[src/rtl/first_fit_contiguous_run_allocator_defines.svh]
// assertion helpers for first_fit_contiguous_run_allocator.sv
`ifndef FIRST_FIT_CONTIGUOUS_RUN_ALLOCATOR_DEFINES_SVH
`define FIRST_FIT_CONTIGUOUS_RUN_ALLOCATOR_DEFINES_SVH

// same-cycle implication, checked outside reset
`define FFCR_ASSERT_NOW(lbl, ante, cons) \
	lbl: assert property (@(posedge clk) disable iff (!arst_n) (ante) |-> (cons)) \
		else $error("ffcr assertion failed");

// next-cycle implication, checked outside reset
`define FFCR_ASSERT_NEXT(lbl, ante, cons) \
	lbl: assert property (@(posedge clk) disable iff (!arst_n) (ante) |=> (cons)) \
		else $error("ffcr assertion failed");

`endif

[src/rtl/ffcr_pkg.sv]
package ffcr_pkg;

	localparam int ROWS_A = 16;
	localparam int ROWS_B = 16;
	localparam int SEATS_PER_ROW = 16;

	localparam int ROWS_MAX = (ROWS_A > ROWS_B) ? ROWS_A : ROWS_B;
	localparam int ROW_W = (ROWS_MAX > 1) ? $clog2(ROWS_MAX) : 1;
	localparam int ROW_A_W = (ROWS_A > 1) ? $clog2(ROWS_A) : 1;
	localparam int ROW_B_W = (ROWS_B > 1) ? $clog2(ROWS_B) : 1;
	localparam int SEAT_W = (SEATS_PER_ROW > 1) ? $clog2(SEATS_PER_ROW) : 1;

	localparam logic OP_ALLOC = 1'b0;
	localparam logic OP_RELEASE = 1'b1;
	localparam logic ZONE_A = 1'b0;
	localparam logic ZONE_B = 1'b1;

	typedef logic [ROW_W-1:0] row_t;
	typedef logic [SEAT_W-1:0] seat_t;
	typedef logic [SEATS_PER_ROW-1:0] seats_t;
	typedef logic [3:0] row_fld_t;
	typedef logic [3:0] seat_fld_t;
	typedef logic [4:0] cnt_fld_t;

	typedef struct packed {
		logic op;
		logic zone;
		cnt_fld_t seat_count;
		row_fld_t release_row;
		seat_fld_t release_seat;
	} req_t;

	typedef struct packed {
		logic granted;
		row_fld_t granted_row;
		seat_fld_t granted_seat;
	} rsp_t;

	typedef struct packed {
		logic en;
		logic zone;
		row_t row;
		seats_t data;
	} map_wr_t;

	// n adjacent seats from seat s, clipped at the row end
	function automatic seats_t run_mask(int s, int n);
		seats_t m;
		m = '0;
		for (int i = 0; i < SEATS_PER_ROW; i++) begin
			m[i] = (i >= s) && (i < s + n);
		end
		return m;
	endfunction

endpackage

[src/rtl/first_fit_contiguous_run_allocator.sv]
// channel | dir | handshake             | payload
// req     | in  | req_valid / req_stall | ffcr_pkg::req_t (op, zone, count, row, seat)
// rsp     | out | rsp_valid / rsp_stall | ffcr_pkg::rsp_t (granted, row, seat)
//
// allocate: the request is taken in S_IDLE, then one row of the chosen map per cycle goes
// through the shared run finder in S_SCAN until a row fits or the last row is reached.
// release passes through S_DONE; an allocate with a bad count ends at the first row.
// arst_n clears both occupancy maps at once; no clearing pass.
// a finished result waits in the output register while rsp_stall is high; the next
// request is taken meanwhile and holds before write back until the register frees.
module first_fit_contiguous_run_allocator (
	input logic clk,
	input logic arst_n,
	input logic req_valid,
	output logic req_stall,
	input ffcr_pkg::req_t req,
	output logic rsp_valid,
	input logic rsp_stall,
	output ffcr_pkg::rsp_t rsp
);

	`include "first_fit_contiguous_run_allocator_defines.svh"

	localparam logic [1:0] S_IDLE = 2'd0;
	localparam logic [1:0] S_SCAN = 2'd1;
	localparam logic [1:0] S_DONE = 2'd2;

	logic [1:0] state_q, state_d;
	ffcr_pkg::req_t req_q;
	ffcr_pkg::row_t row_q;
	logic row_inc;
	logic rsp_valid_q;
	ffcr_pkg::rsp_t rsp_q, rsp_d;
	logic rsp_load;

	ffcr_pkg::map_wr_t map_wr;
	ffcr_pkg::seats_t rd_data;
	logic found;
	ffcr_pkg::seat_t found_seat;
	ffcr_pkg::seats_t alloc_mask;

	logic count_ok, rel_ok, last_row, hit, slot_free;
	ffcr_pkg::seats_t rel_mask;

	ffcr_map u_map (
		.clk(clk),
		.arst_n(arst_n),
		.wr(map_wr),
		.rd_zone(req_q.zone),
		.rd_row(row_q),
		.rd_data(rd_data)
	);

	ffcr_run_find u_find (
		.row_bits(rd_data),
		.count(req_q.seat_count),
		.found(found),
		.seat(found_seat),
		.mask(alloc_mask)
	);

	assign count_ok = (req_q.seat_count != '0) &&
		(int'(req_q.seat_count) <= ffcr_pkg::SEATS_PER_ROW);
	assign rel_ok = ((req_q.zone == ffcr_pkg::ZONE_A) ?
		(int'(req_q.release_row) < ffcr_pkg::ROWS_A) :
		(int'(req_q.release_row) < ffcr_pkg::ROWS_B)) &&
		(int'(req_q.release_seat) < ffcr_pkg::SEATS_PER_ROW);
	assign rel_mask = ffcr_pkg::run_mask(int'(req_q.release_seat), int'(req_q.seat_count));
	assign last_row = (req_q.zone == ffcr_pkg::ZONE_A) ?
		(row_q == ffcr_pkg::row_t'(ffcr_pkg::ROWS_A - 1)) :
		(row_q == ffcr_pkg::row_t'(ffcr_pkg::ROWS_B - 1));
	assign hit = count_ok && found;
	assign slot_free = !rsp_valid_q || !rsp_stall;

	assign req_stall = (state_q != S_IDLE);
	assign rsp_valid = rsp_valid_q;
	assign rsp = rsp_q;

	always_comb begin
		state_d = state_q;
		row_inc = 1'b0;
		rsp_load = 1'b0;
		rsp_d = '0;
		map_wr = '0;
		map_wr.zone = req_q.zone;
		map_wr.row = row_q;
		unique case (state_q)
			S_IDLE: begin
				if (req_valid) begin
					state_d = (req.op == ffcr_pkg::OP_ALLOC) ? S_SCAN : S_DONE;
				end
			end
			S_SCAN: begin
				if (hit || last_row || !count_ok) begin
					// hold the scan position until the output register is free
					if (slot_free) begin
						map_wr.en = hit;
						map_wr.data = rd_data | alloc_mask;
						rsp_load = 1'b1;
						rsp_d.granted = hit;
						rsp_d.granted_row = hit ? ffcr_pkg::row_fld_t'(row_q) : '0;
						rsp_d.granted_seat = hit ? ffcr_pkg::seat_fld_t'(found_seat) : '0;
						state_d = S_IDLE;
					end
				end else begin
					row_inc = 1'b1;
				end
			end
			S_DONE: begin
				if (slot_free) begin
					map_wr.en = rel_ok;
					map_wr.data = rd_data & ~rel_mask;
					rsp_load = 1'b1;
					rsp_d.granted = rel_ok;
					state_d = S_IDLE;
				end
			end
			default: begin
				state_d = S_IDLE;
			end
		endcase
	end

	always_ff @(posedge clk or negedge arst_n) begin
		if (!arst_n) begin
			state_q <= S_IDLE;
			row_q <= '0;
			rsp_valid_q <= 1'b0;
		end else begin
			state_q <= state_d;
			if (state_q == S_IDLE && req_valid) begin
				row_q <= (req.op == ffcr_pkg::OP_RELEASE) ?
					ffcr_pkg::row_t'(req.release_row) : '0;
			end else if (row_inc) begin
				row_q <= ffcr_pkg::row_t'(row_q + 1'b1);
			end
			if (rsp_load) begin
				rsp_valid_q <= 1'b1;
			end else if (!rsp_stall) begin
				rsp_valid_q <= 1'b0;
			end
		end
	end

	always_ff @(posedge clk) begin
		if (state_q == S_IDLE && req_valid) begin
			req_q <= req;
		end
		if (rsp_load) begin
			rsp_q <= rsp_d;
		end
	end

	`FFCR_ASSERT_NOW(a_wr_busy, map_wr.en, state_q != S_IDLE && rsp_load)
	`FFCR_ASSERT_NEXT(a_take_busy, req_valid && !req_stall, state_q != S_IDLE)
	`FFCR_ASSERT_NOW(a_alloc_sets_only, state_q == S_SCAN && map_wr.en,
		(map_wr.data & rd_data) == rd_data && map_wr.data != rd_data)
	`FFCR_ASSERT_NOW(a_miss_zero, rsp_valid_q && !rsp_q.granted,
		rsp_q.granted_row == '0 && rsp_q.granted_seat == '0)

endmodule

[src/rtl/ffcr_map.sv]
module ffcr_map (
	input logic clk,
	input logic arst_n,
	input ffcr_pkg::map_wr_t wr,
	input logic rd_zone,
	input ffcr_pkg::row_t rd_row,
	output ffcr_pkg::seats_t rd_data
);

	ffcr_pkg::seats_t map_a_q [ffcr_pkg::ROWS_A];
	ffcr_pkg::seats_t map_b_q [ffcr_pkg::ROWS_B];

	always_ff @(posedge clk or negedge arst_n) begin
		if (!arst_n) begin
			for (int i = 0; i < ffcr_pkg::ROWS_A; i++) begin
				map_a_q[i] <= '0;
			end
			for (int i = 0; i < ffcr_pkg::ROWS_B; i++) begin
				map_b_q[i] <= '0;
			end
		end else if (wr.en) begin
			if (wr.zone == ffcr_pkg::ZONE_A && int'(wr.row) < ffcr_pkg::ROWS_A) begin
				map_a_q[wr.row[ffcr_pkg::ROW_A_W-1:0]] <= wr.data;
			end
			if (wr.zone == ffcr_pkg::ZONE_B && int'(wr.row) < ffcr_pkg::ROWS_B) begin
				map_b_q[wr.row[ffcr_pkg::ROW_B_W-1:0]] <= wr.data;
			end
		end
	end

	always_comb begin
		rd_data = '0;
		if (rd_zone == ffcr_pkg::ZONE_A) begin
			if (int'(rd_row) < ffcr_pkg::ROWS_A) begin
				rd_data = map_a_q[rd_row[ffcr_pkg::ROW_A_W-1:0]];
			end
		end else begin
			if (int'(rd_row) < ffcr_pkg::ROWS_B) begin
				rd_data = map_b_q[rd_row[ffcr_pkg::ROW_B_W-1:0]];
			end
		end
	end

endmodule

[src/rtl/ffcr_run_find.sv]
module ffcr_run_find (
	input ffcr_pkg::seats_t row_bits,
	input ffcr_pkg::cnt_fld_t count,
	output logic found,
	output ffcr_pkg::seat_t seat,
	output ffcr_pkg::seats_t mask
);

	ffcr_pkg::seats_t fit;

	// every start position is checked side by side
	always_comb begin
		for (int s = 0; s < ffcr_pkg::SEATS_PER_ROW; s++) begin
			fit[s] = (s + int'(count) <= ffcr_pkg::SEATS_PER_ROW) &&
				((row_bits & ffcr_pkg::run_mask(s, int'(count))) == '0);
		end
	end

	// lowest fitting start wins
	always_comb begin
		seat = '0;
		for (int s = ffcr_pkg::SEATS_PER_ROW - 1; s >= 0; s--) begin
			if (fit[s]) begin
				seat = ffcr_pkg::seat_t'(s);
			end
		end
	end

	assign found = |fit;
	assign mask = ffcr_pkg::run_mask(int'(seat), int'(count));

endmodule

[config.mk]
export PLATFORM = sky130hd
export DESIGN_NAME = first_fit_contiguous_run_allocator
export DESIGN_NICKNAME = d
export VERILOG_FILES = /design/src/rtl/ffcr_pkg.sv /design/src/rtl/first_fit_contiguous_run_allocator.sv /design/src/rtl/ffcr_map.sv /design/src/rtl/ffcr_run_find.sv
export VERILOG_INCLUDE_DIRS = /design/src /design/src/rtl
export SDC_FILE = /design/constraint.sdc
export NUM_CORES = 1
export LEC_CHECK = 0
export BUFFER_PORTS_ARGS = -buffer_cell sky130_fd_sc_hd__buf_4
export CORE_MARGIN = 5
export CORE_UTILIZATION = 55
export DETAILED_ROUTE_END_ITERATION = 16
export GPL_TIMING_DRIVEN = 1
export HOLD_SLACK_MARGIN = 0.02
export PLACE_DENSITY = 0.74
export SKIP_CTS_REPAIR_TIMING = 1
export SKIP_LAST_GASP = 1
export SYNTH_ARGS = -nofsm -noshare
export SYNTH_HDL_FRONTEND = slang
export SYNTH_HIERARCHICAL = 1
export SYNTH_SLANG_ARGS = --single-unit
[constraint.sdc]
create_clock -name clk -period 6.06 [get_ports clk]
set_input_delay 0.606 -clock clk [delete_from_list [all_inputs] [get_ports clk]]
set_output_delay 0.606 -clock clk [all_outputs]
set_load 0.01 [all_outputs]
Word-level counts from Yosys, hierarchy flattened
Cells that the tools add are included.

operators by class
  bitwise operators = 21
  reduce and logical (&&, ||, !) cells = 81
  magnitude comparators = 216
  eq/ne operators = 6
  multiplexer cells = 54
  $add $sub $neg = 18

operators with widths
  kind                                                        count
  less-than comparator 5 x 32 -> 1 bit, first input constant  105
  less-than comparator 4 x 32 -> 1 bit, first input constant  30
  bitwise mux 256 bit                                         2
  <= comparator 32 x 6 -> 1 bit, second input constant        15
  less-than comparator 3 x 32 -> 1 bit, first input constant  9
  bitwise AND 16 bit                                          17
  logical NOT 16 bit                                          16
  two-way mux 16 bit                                          9
  binary-select mux 16 bit (select 4 bit)                     2
  less-than comparator 2 x 32 -> 1 bit, first input constant  3
  two-way mux 4 bit                                           21
  demux 16 bit (select 4 bit)                                 1
  less-than comparator 1 x 32 -> 1 bit, first input constant  2
  >= comparator 4 bit, first input constant                   14
  logical AND 1 bit                                           50
  adder 4 x 5 -> 6 bit, first input constant                  8
  less-than comparator 4 x 5 -> 1 bit, first input constant   8
  >= comparator 3 x 4 -> 1 bit, first input constant          8
  one-hot mux 16 bit (2 select lines)                         1
  adder 3 x 5 -> 6 bit, first input constant                  4
  less-than comparator 3 x 5 -> 1 bit, first input constant   4
  less-than comparator 4 x 6 -> 1 bit, first input constant   3
  two-way mux 9 bit                                           2
  >= comparator 1 x 4 -> 1 bit, first input constant          4
  other kinds (31)                                            58

word-level totals
  output and inout port bits = 11
  logic and storage cells = 437
  flip-flop bits (word level) = 538

Longest topological paths before layout
Gate-level depths: netlist (run 1).

  depth in word-level cells = 32
  depth in mapped cells = 31
  depth with buffers taken out = 25

By module
The synthesis (run 1) kept the hierarchy.

modules (own cells, without submodules)
  module                              cells an instance  area an instance (sq um)  seq. area each (sq um)  instances
  ffcr_map                            1739               23726.5                   12812.3                 1
  ffcr_run_find                       427                2926.6                    0.0                     1
  first_fit_contiguous_run_allocator  204                1844.3                    745.7                   1

Worst setup path before layout (run 1)
Ideal clock, no wire load.

  path type = flip-flop to flip-flop
  start = register row_q[1]
  end = register u_map/map_a_q[198] (netlist bit)
  arrival time = 5989 ps
  cell stages (with the launch flop) = 29
  path buffers = 4
  setup slack = -55 ps
  clock period less this slack = 6115 ps
  cell sequence = dfrtp_1 clkbuf_1 clkbuf_1 buf_2 mux2i_1 a22oi_1 a31oi_1 nand3_1 or4_4 nor3_2 a32o_2 nand3_2 or3b_1 nand3_1 a31o_1 ha_1 fa_1 nand2_1 nand2b_1 a21oi_1 a31oi_1 nor2_1 inv_1 nor2_1 a221oi_1 o21ai_0 o21ai_0 clkbuf_1 mux2_4

RTL lines
  what                            RTL line                                   RTL
  start: declaration              first_fit_contiguous_run_allocator.sv:30   ffcr_pkg::row_t row_q;
  start signal: assignment        first_fit_contiguous_run_allocator.sv:132  row_q <= (req.op == ffcr_pkg::OP_RELEASE) ?
  start signal: assignment        first_fit_contiguous_run_allocator.sv:135  row_q <= ffcr_pkg::row_t'(row_q + 1'b1);
  end signal: indexed assignment  ffcr_map.sv:23                             map_a_q[wr.row[ffcr_pkg::ROW_A_W-1:0]] <= wr.data;
  end: declaration                ffcr_map.sv:10                             ffcr_pkg::seats_t map_a_q [ffcr_pkg::ROWS_A];

==> impl_metrics.yaml, run 1 <==
floorplanning:
  die_w_um: 238
  io_pins: 30
  die_area_um2: 56500
  initial_core_util: 0.555
  die_h_um: 238
  coreArea_um2: 51300
  rows: 83
pwr:
  power_mw: 18.9
  powerDensity_nw_per_um2: 535
  leakage_nw: 17.0
  irDropWorstVdd_uv: 662
layout:
  drive_above_1_share: 0.427
  nets: 2660
  design_area_um2: 35200
  layout_commonest_cell: "dfrtp_1"
  layout_common_cells: "dfrtp_1 (516), mux2_2 (481), buf_4 (259)"
  final_cells: 3327
  post-route-util: 0.687
  num_antenna_cells: 0
  area_delta_synth_final_pct: 23.7
timing:
  finalSetupViolCount: 386
  tns_ns: -35.12
  final.period_utilization: 1.04
  worst_pin_slew_ns: 1.03
  maxSlewHeadroom: 0.293
  rsz0062_at_grt: "yes"
  period_minus_slack_ns: 6.30
  skew_ns: 0.0150
  drv_slew: 0
  hold_viol_final: 0
  fin_ws_ns: -0.245
  fmax_ghz: 0.159
  timing.hold.ws_ns: 0.0497
synthesis:
  synth_edf_count: 19
  synth_area_leaders: "dfrtp_1 (46%), mux2_2 (20%), mux2i_1 (9.2%)"
  ys.flop_type: "dfrtp_1"
  ys_seq_area_frac: 0.476
  synth_area_leader_cell: "dfrtp_1"
  yosys.area.top_type_share: 0.456
  ys_ff_latch: 538
  synth_area_um2: 28500
  ys_types: 99
  syn_nets: 2427
  async_flop_share: 0.965
  ys_warn_count: 6
  syn_inst: 2370
  avgSynthCellArea_um2: 12.0
routing:
  route.vias.total: 21500
  via_per_inst: 6.46
  drt_wl_total_um: 90000
  dr.pass1.iters: 5
  drt_iter0_markers: 2324
  wire_per_inst_um: 27.1
  ant_nets: 0
  drc: 0
critical_path:
  path_buf_inv: 12
  rr_startpoint: "row_q[1]$_DFFE_PN0P_"
  worstSetupPathType: "reg -> reg"
  path_max_fanout: 32
  cp_top_family: "buffers and inverters"
  cp-start-kind: "register"
  crit_top_cell: "buf_4"
  rrSetupSlack_ns: -0.24
  cp-end-kind: "register"
  cp.depth: 30
  rr_worst_depth: 30
  slowest_delay_ns: 0.56
  cpMaxStageDelayCell: "dfrtp_4"
  r2r_end: "u_map/map_a_q[93]$_DFFE_PN0P_"
  crit_arrival_ns: 6.85
  required_ns: 6.60
grt:
  grt_overflow_total: 0
  grt_pass1_wl_um: 131000
  track_usage: 0.297
  grt_max_degree: 183
  grt_pass1_vias: 21500
  antenna_found_initial: 0
clocking:
  clock_latency_ns: 0.62
  clock-sinks: 538
  cts_htree_levels: 2
  root_buffer: "clkbuf_16"
  cts_made_buffers: 57
  clk_pin_slew_ns: 0.06
  cts_tree: "built"
  clk_path_buf_depth: 3
run:
  maxCapViolCount: 0
worst_hold_path:
  hold_path.class: "in -> async"
placed_design:
  numPortBuffers: 29
  placed_cell_area_um2: 31900
  dp_slack_ns: -0.265
  dp_hpwl_um: 58600
  placedCellCount: 3173
  place_congestion: 0.997
status:
  violations: "negative setup slack"
  status: "complete, but fails checks"
-- sequential cells by signal (all words and copies together) (netlist names) --
name	count
u_map/map_a_q	256
u_map/map_b_q	256
req_q	9
rsp	9
row_q	4
state_q	2
map_wr	1
rsp_valid	1
-- synth_stat cells (all sizes together) (9+ instances only) --
library cell,number
dfrtp,519
mux2,512
mux2i,261
nand2,102
clkbuf,101
buf,97
a21oi,78
a22oi,71
nand3,51
nor2,51
o21ai,50
inv,41
a22o,37
ha,36
a31oi,32
nor3,32
nand4,28
nand2b,20
xnor2,20
edfxtp,19
nor2b,18
a211oi,16
and2,13
o211ai,13
a221oi,11
or2,9
xor2,9
-- where the power goes --
part	switching, mW	total [mW]	internal (mW)
clock	1.46	3.65	2.19
combinational	6.11	11.2	5.07
sequential	0.173	4.02	3.85
-- worst max-delay path by stage --
stage | start | end
2_1_floorplan | row_q[1]$_DFFE_PN0P_ | u_map/map_a_q[146]$_DFFE_PN0P_
3_5_place_dp | row_q[2]$_DFFE_PN0P_ | u_map/map_a_q[122]$_DFFE_PN0P_
5_1_grt | row_q[1]$_DFFE_PN0P_ | u_map/map_a_q[137]$_DFFE_PN0P_
3_3_place_gp | row_q[2]$_DFFE_PN0P_ | u_map/map_a_q[66]$_DFFE_PN0P_
4_1_cts | row_q[2]$_DFFE_PN0P_ | u_map/map_a_q[218]$_DFFE_PN0P_
6_report | row_q[1]$_DFFE_PN0P_ | u_map/map_a_q[93]$_DFFE_PN0P_
-- worst reg2reg max path, delay by kind of cell (launching register included) --
| kind | cells | cell delay (ns) |
|---|---|---|
| adders and majority gates | 1 | 0.34 |
| buffers and inverters | 12 | 2.05 |
| muxes | 2 | 0.44 |
| and+or+nand+nor | 7 | 1.16 |
| xor gates and xnor gates | 1 | 0.24 |
| AOI/OAI and AO/OA | 7 | 1.45 |
| DFF | 1 | 0.56 |
-- logic make-up after synthesis --
family          Yosys count  share of synthesized area
flops                   538                      0.476
mux                     773                      0.295
buf+inv                 239                     0.0375
compound gates          384                     0.0965
fa+ha+maj                38                     0.0172
xor+xnor                 29                    0.00891
simple gates            369                     0.0688
-- final cells by class --
class                           count  area (µm²)
Multi-Input combinational cell   1593       14600
Timing Repair Buffer              372        4060
Sequential cell                   538       13600
Inverter                           41         156
Clock buffer                       83        1700
Tap cell                          680         851
Fill cell                        3585       16100
Clock inverter                     20         275
-- per-layer routing --
layer  up-vias  GRT usage  share of wire
met5         -          0              0
met4         0      0.104          0.038
met3       207     0.0603          0.084
met2       977      0.454           0.45
met1     11100      0.427           0.42
li1       9200          -              -
(Power assumes the default switching activity.)
==> run 2: changes to the inputs <==
--- a/config.mk
+++ b/config.mk
@@ -17,5 +17,4 @@
 export SKIP_LAST_GASP = 1
 export SYNTH_ARGS = -nofsm -noshare
 export SYNTH_HDL_FRONTEND = slang
-export SYNTH_HIERARCHICAL = 1
 export SYNTH_SLANG_ARGS = --single-unit
==> run 2 against run 1 <==
Net effect: the run ends with negative hold slack, max-capacitance violations, max-slew violations, negative setup slack left; clock power hardly changed; global-route usage increased by 6.2 points; first-iteration DRC count increased by 39%; cell count rose by 12%; sequential share of layout area decreased by 1.8 points; clock skew increased by 0.033 ns; power is 11% lower; synthesized cell count rose by 9.9%; critical path depth is the same; via count grew 18%; highest routed layer is now met5.
==> impl_metrics.yaml, run 2 <==
status:
  status: "complete, but fails checks"
  violations: "negative hold slack, max-capacitance violations, max-slew violations, negative setup slack"
pwr:
  intPower_mw: 9.99
  pwr-share-clk: 0.216
  powerDensity_nw_per_um2: 455
  seqPwrFrac: 0.255
  p_comb_frac: 0.529
  irDropWorstVdd_uv: 368
  switching_power_mw: 6.86
  swShare: 0.407
  leakage_nw: 16.9
  power_mw: 16.9
grt:
  grt_pass1_wl_um: 158000
  antenna_found_initial: 1
  grt_overflow_total: 0
  track_usage: 0.359
  grt_pass1_vias: 24700
  grt_max_degree: 170
critical_path:
  worstSetupPathType: "reg -> reg"
  crit_arrival_ns: 6.84
  slowest_delay_ns: 0.53
  cp-end-kind: "register"
  cpMaxStageDelayCell: "dfrtp_4"
  path_max_fanout: 16
  required_ns: 6.57
  cp-start-kind: "register"
routing:
  via_per_inst: 6.79
  ant_nets: 0
  drt_wl_total_um: 113000
  route.vias.total: 25400
  drc: 0
  drt_iter0_markers: 3220
  wire_per_inst_um: 30.2
  dr.pass1.iters: 8
clocking:
  cts_htree_levels: 2
  clk_path_buf_depth: 3
  clock-sinks: 538
  cts_made_buffers: 55
  clk_pin_slew_ns: 0.07
  root_buffer: "clkbuf_16"
  cts_tree: "built"
  clock_latency_ns: 0.64
synthesis:
  yosys-top-cells-count: "dfrtp_1 (519), mux2_2 (346), nand2_1 (299), o21ai_0 (161), nor2_1 (156)"
  synth_edf_count: 19
  ys_ff_latch: 538
  synth_area_um2: 29200
  syn_nets: 2666
  ys_types: 85
  synth_area_leader_cell: "dfrtp_1"
  yosys.area.top_type_share: 0.445
  yosysMostFrequentCell: "dfrtp_1"
  ys.flop_type: "dfrtp_1"
  ys_seq_area_frac: 0.465
  avgSynthCellArea_um2: 11.2
  syn_inst: 2605
  async_flop_share: 0.965
  synth_area_leaders: "dfrtp_1 (45%), mux2_2 (13%), mux4_2 (7.4%)"
  ys_warn_count: 0
layout:
  drive_above_1_share: 0.400
  area_delta_synth_final_pct: 27.0
  layout_commonest_cell: "dfrtp_1"
  fillers: 3580
  multi_input_area_um2: 15400
  layout_common_cells: "dfrtp_1 (516), buf_4 (457), nand2_1 (297)"
  largestRegisters: "u_map.map_a_q x256, u_map.map_b_q x256"
  nets: 3063
  ff_latch_area_um2: 13600
  final_cells: 3734
  design_area_um2: 37000
  post-route-util: 0.705
floorplanning:
  rows: 84
  io_pins: 30
  coreArea_um2: 52600
  die_h_um: 240
  die_w_um: 240
  die_area_um2: 57700
  initial_core_util: 0.555
timing:
  maxSlewHeadroom: -0.0846
  worst_pin_slew_ns: 1.62
  rsz0062_at_grt: "yes"
  drv_slew: 24
  fmax_ghz: 0.158
  hold_viol_final: 3
  timing.hold.ws_ns: -0.00801
  skew_ns: 0.0477
  period_minus_slack_ns: 6.32
  final.period_utilization: 1.04
  fin_ws_ns: -0.264
  tns_ns: -54.29
  finalSetupViolCount: 416
run:
  maxCapViolCount: 2
placed_design:
  dp_slack_ns: -0.625
  place_congestion: 0.999
  placedCellCount: 3589
  numPortBuffers: 29
  placed_cell_area_um2: 33600
  dp_hpwl_um: 75400
worst_hold_path:
  hold_path.class: "in -> async"
## run 2: changes by cell type in the layout (fill, tap and decap cells not counted), sizes merged, moves of 16 or more
cell | previous run | this run
a211oi | 16 | 37
buf | 363 | 527
o211ai | 13 | 45
mux4 | 0 | 96
a21oi | 78 | 118
a22oi | 71 | 27
o21ai | 50 | 175
nand4 | 28 | 12
nand2 | 102 | 299
mux2i | 261 | 44
a31oi | 32 | 16
nor2 | 51 | 156
mux2 | 512 | 347
## run 2: worst paths after layout
check                           cells after the start                            from                             end  slack (ns)
min in group clk                                    1                          req[1]              req_q[1]$_DFFE_PP_        0.18
worst max-delay path                               30            row_q[1]$_DFFE_PN0P_  u_map.map_a_q[237]$_DFFE_PN0P_       -0.26
worst min register to register                      2  u_map.map_b_q[160]$_DFFE_PN0P_  u_map.map_b_q[160]$_DFFE_PN0P_        0.48
max in group asynchronous                           2                          arst_n  u_map.map_b_q[254]$_DFFE_PN0P_        4.54
worst max register to register                     30            row_q[1]$_DFFE_PN0P_  u_map.map_a_q[237]$_DFFE_PN0P_       -0.26
worst min-delay path                                1                          arst_n    u_map.map_a_q[3]$_DFFE_PN0P_      -0.008
## run 2: final cells by class
class,count,share of cell area
Timing Repair Buffer,541,0.138
Clock buffer,75,0.0416
Tap cell,688,0.0233
Clock inverter,25,0.0104
Multi-Input combinational cell,1831,0.417
Antenna cell,1,0.0000676
Inverter,35,0.00365
Sequential cell,538,0.366
## run 2: metal layers
layer | global-route usage | vias to the layer above | wire, µm
met5 | 0 | - | 125
met4 | 0.112 | 6 | 5310
met3 | 0.0653 | 342 | 11200
met2 | 0.551 | 1641 | 50900
met1 | 0.529 | 12900 | 45200
li1 | - | 10400 | -
## run 2: cell families after synthesis
family / synth area share
xor gates and xnor gates: 0.00931
DFF: 0.465
and+or+nand+nor: 0.0974
muxes: 0.223
buffers and inverters: 0.0358
adders and majority gates: 0.0189
AOI/OAI and AO/OA: 0.150
## run 2: critical path: cells and delay by family, from the launching register on
family | cells | cell delay [ns]
simple gates | 5 | 0.57
flops | 1 | 0.53
fa+ha+maj | 2 | 0.40
buf+inv | 8 | 1.27
mux | 2 | 0.79
compound gates | 13 | 2.62
## run 2: power by group through the flow
stage	logic, mW	clock network (mW)	registers [mW]
4_1_cts	7.68	3.63	4.26
3_3_place_gp	7.58	0	4.28
2_1_floorplan	3.78	0	4.22
5_1_grt	9.24	3.79	4.32
3_5_place_dp	7.62	0	4.32
6_report	8.92	3.63	4.29
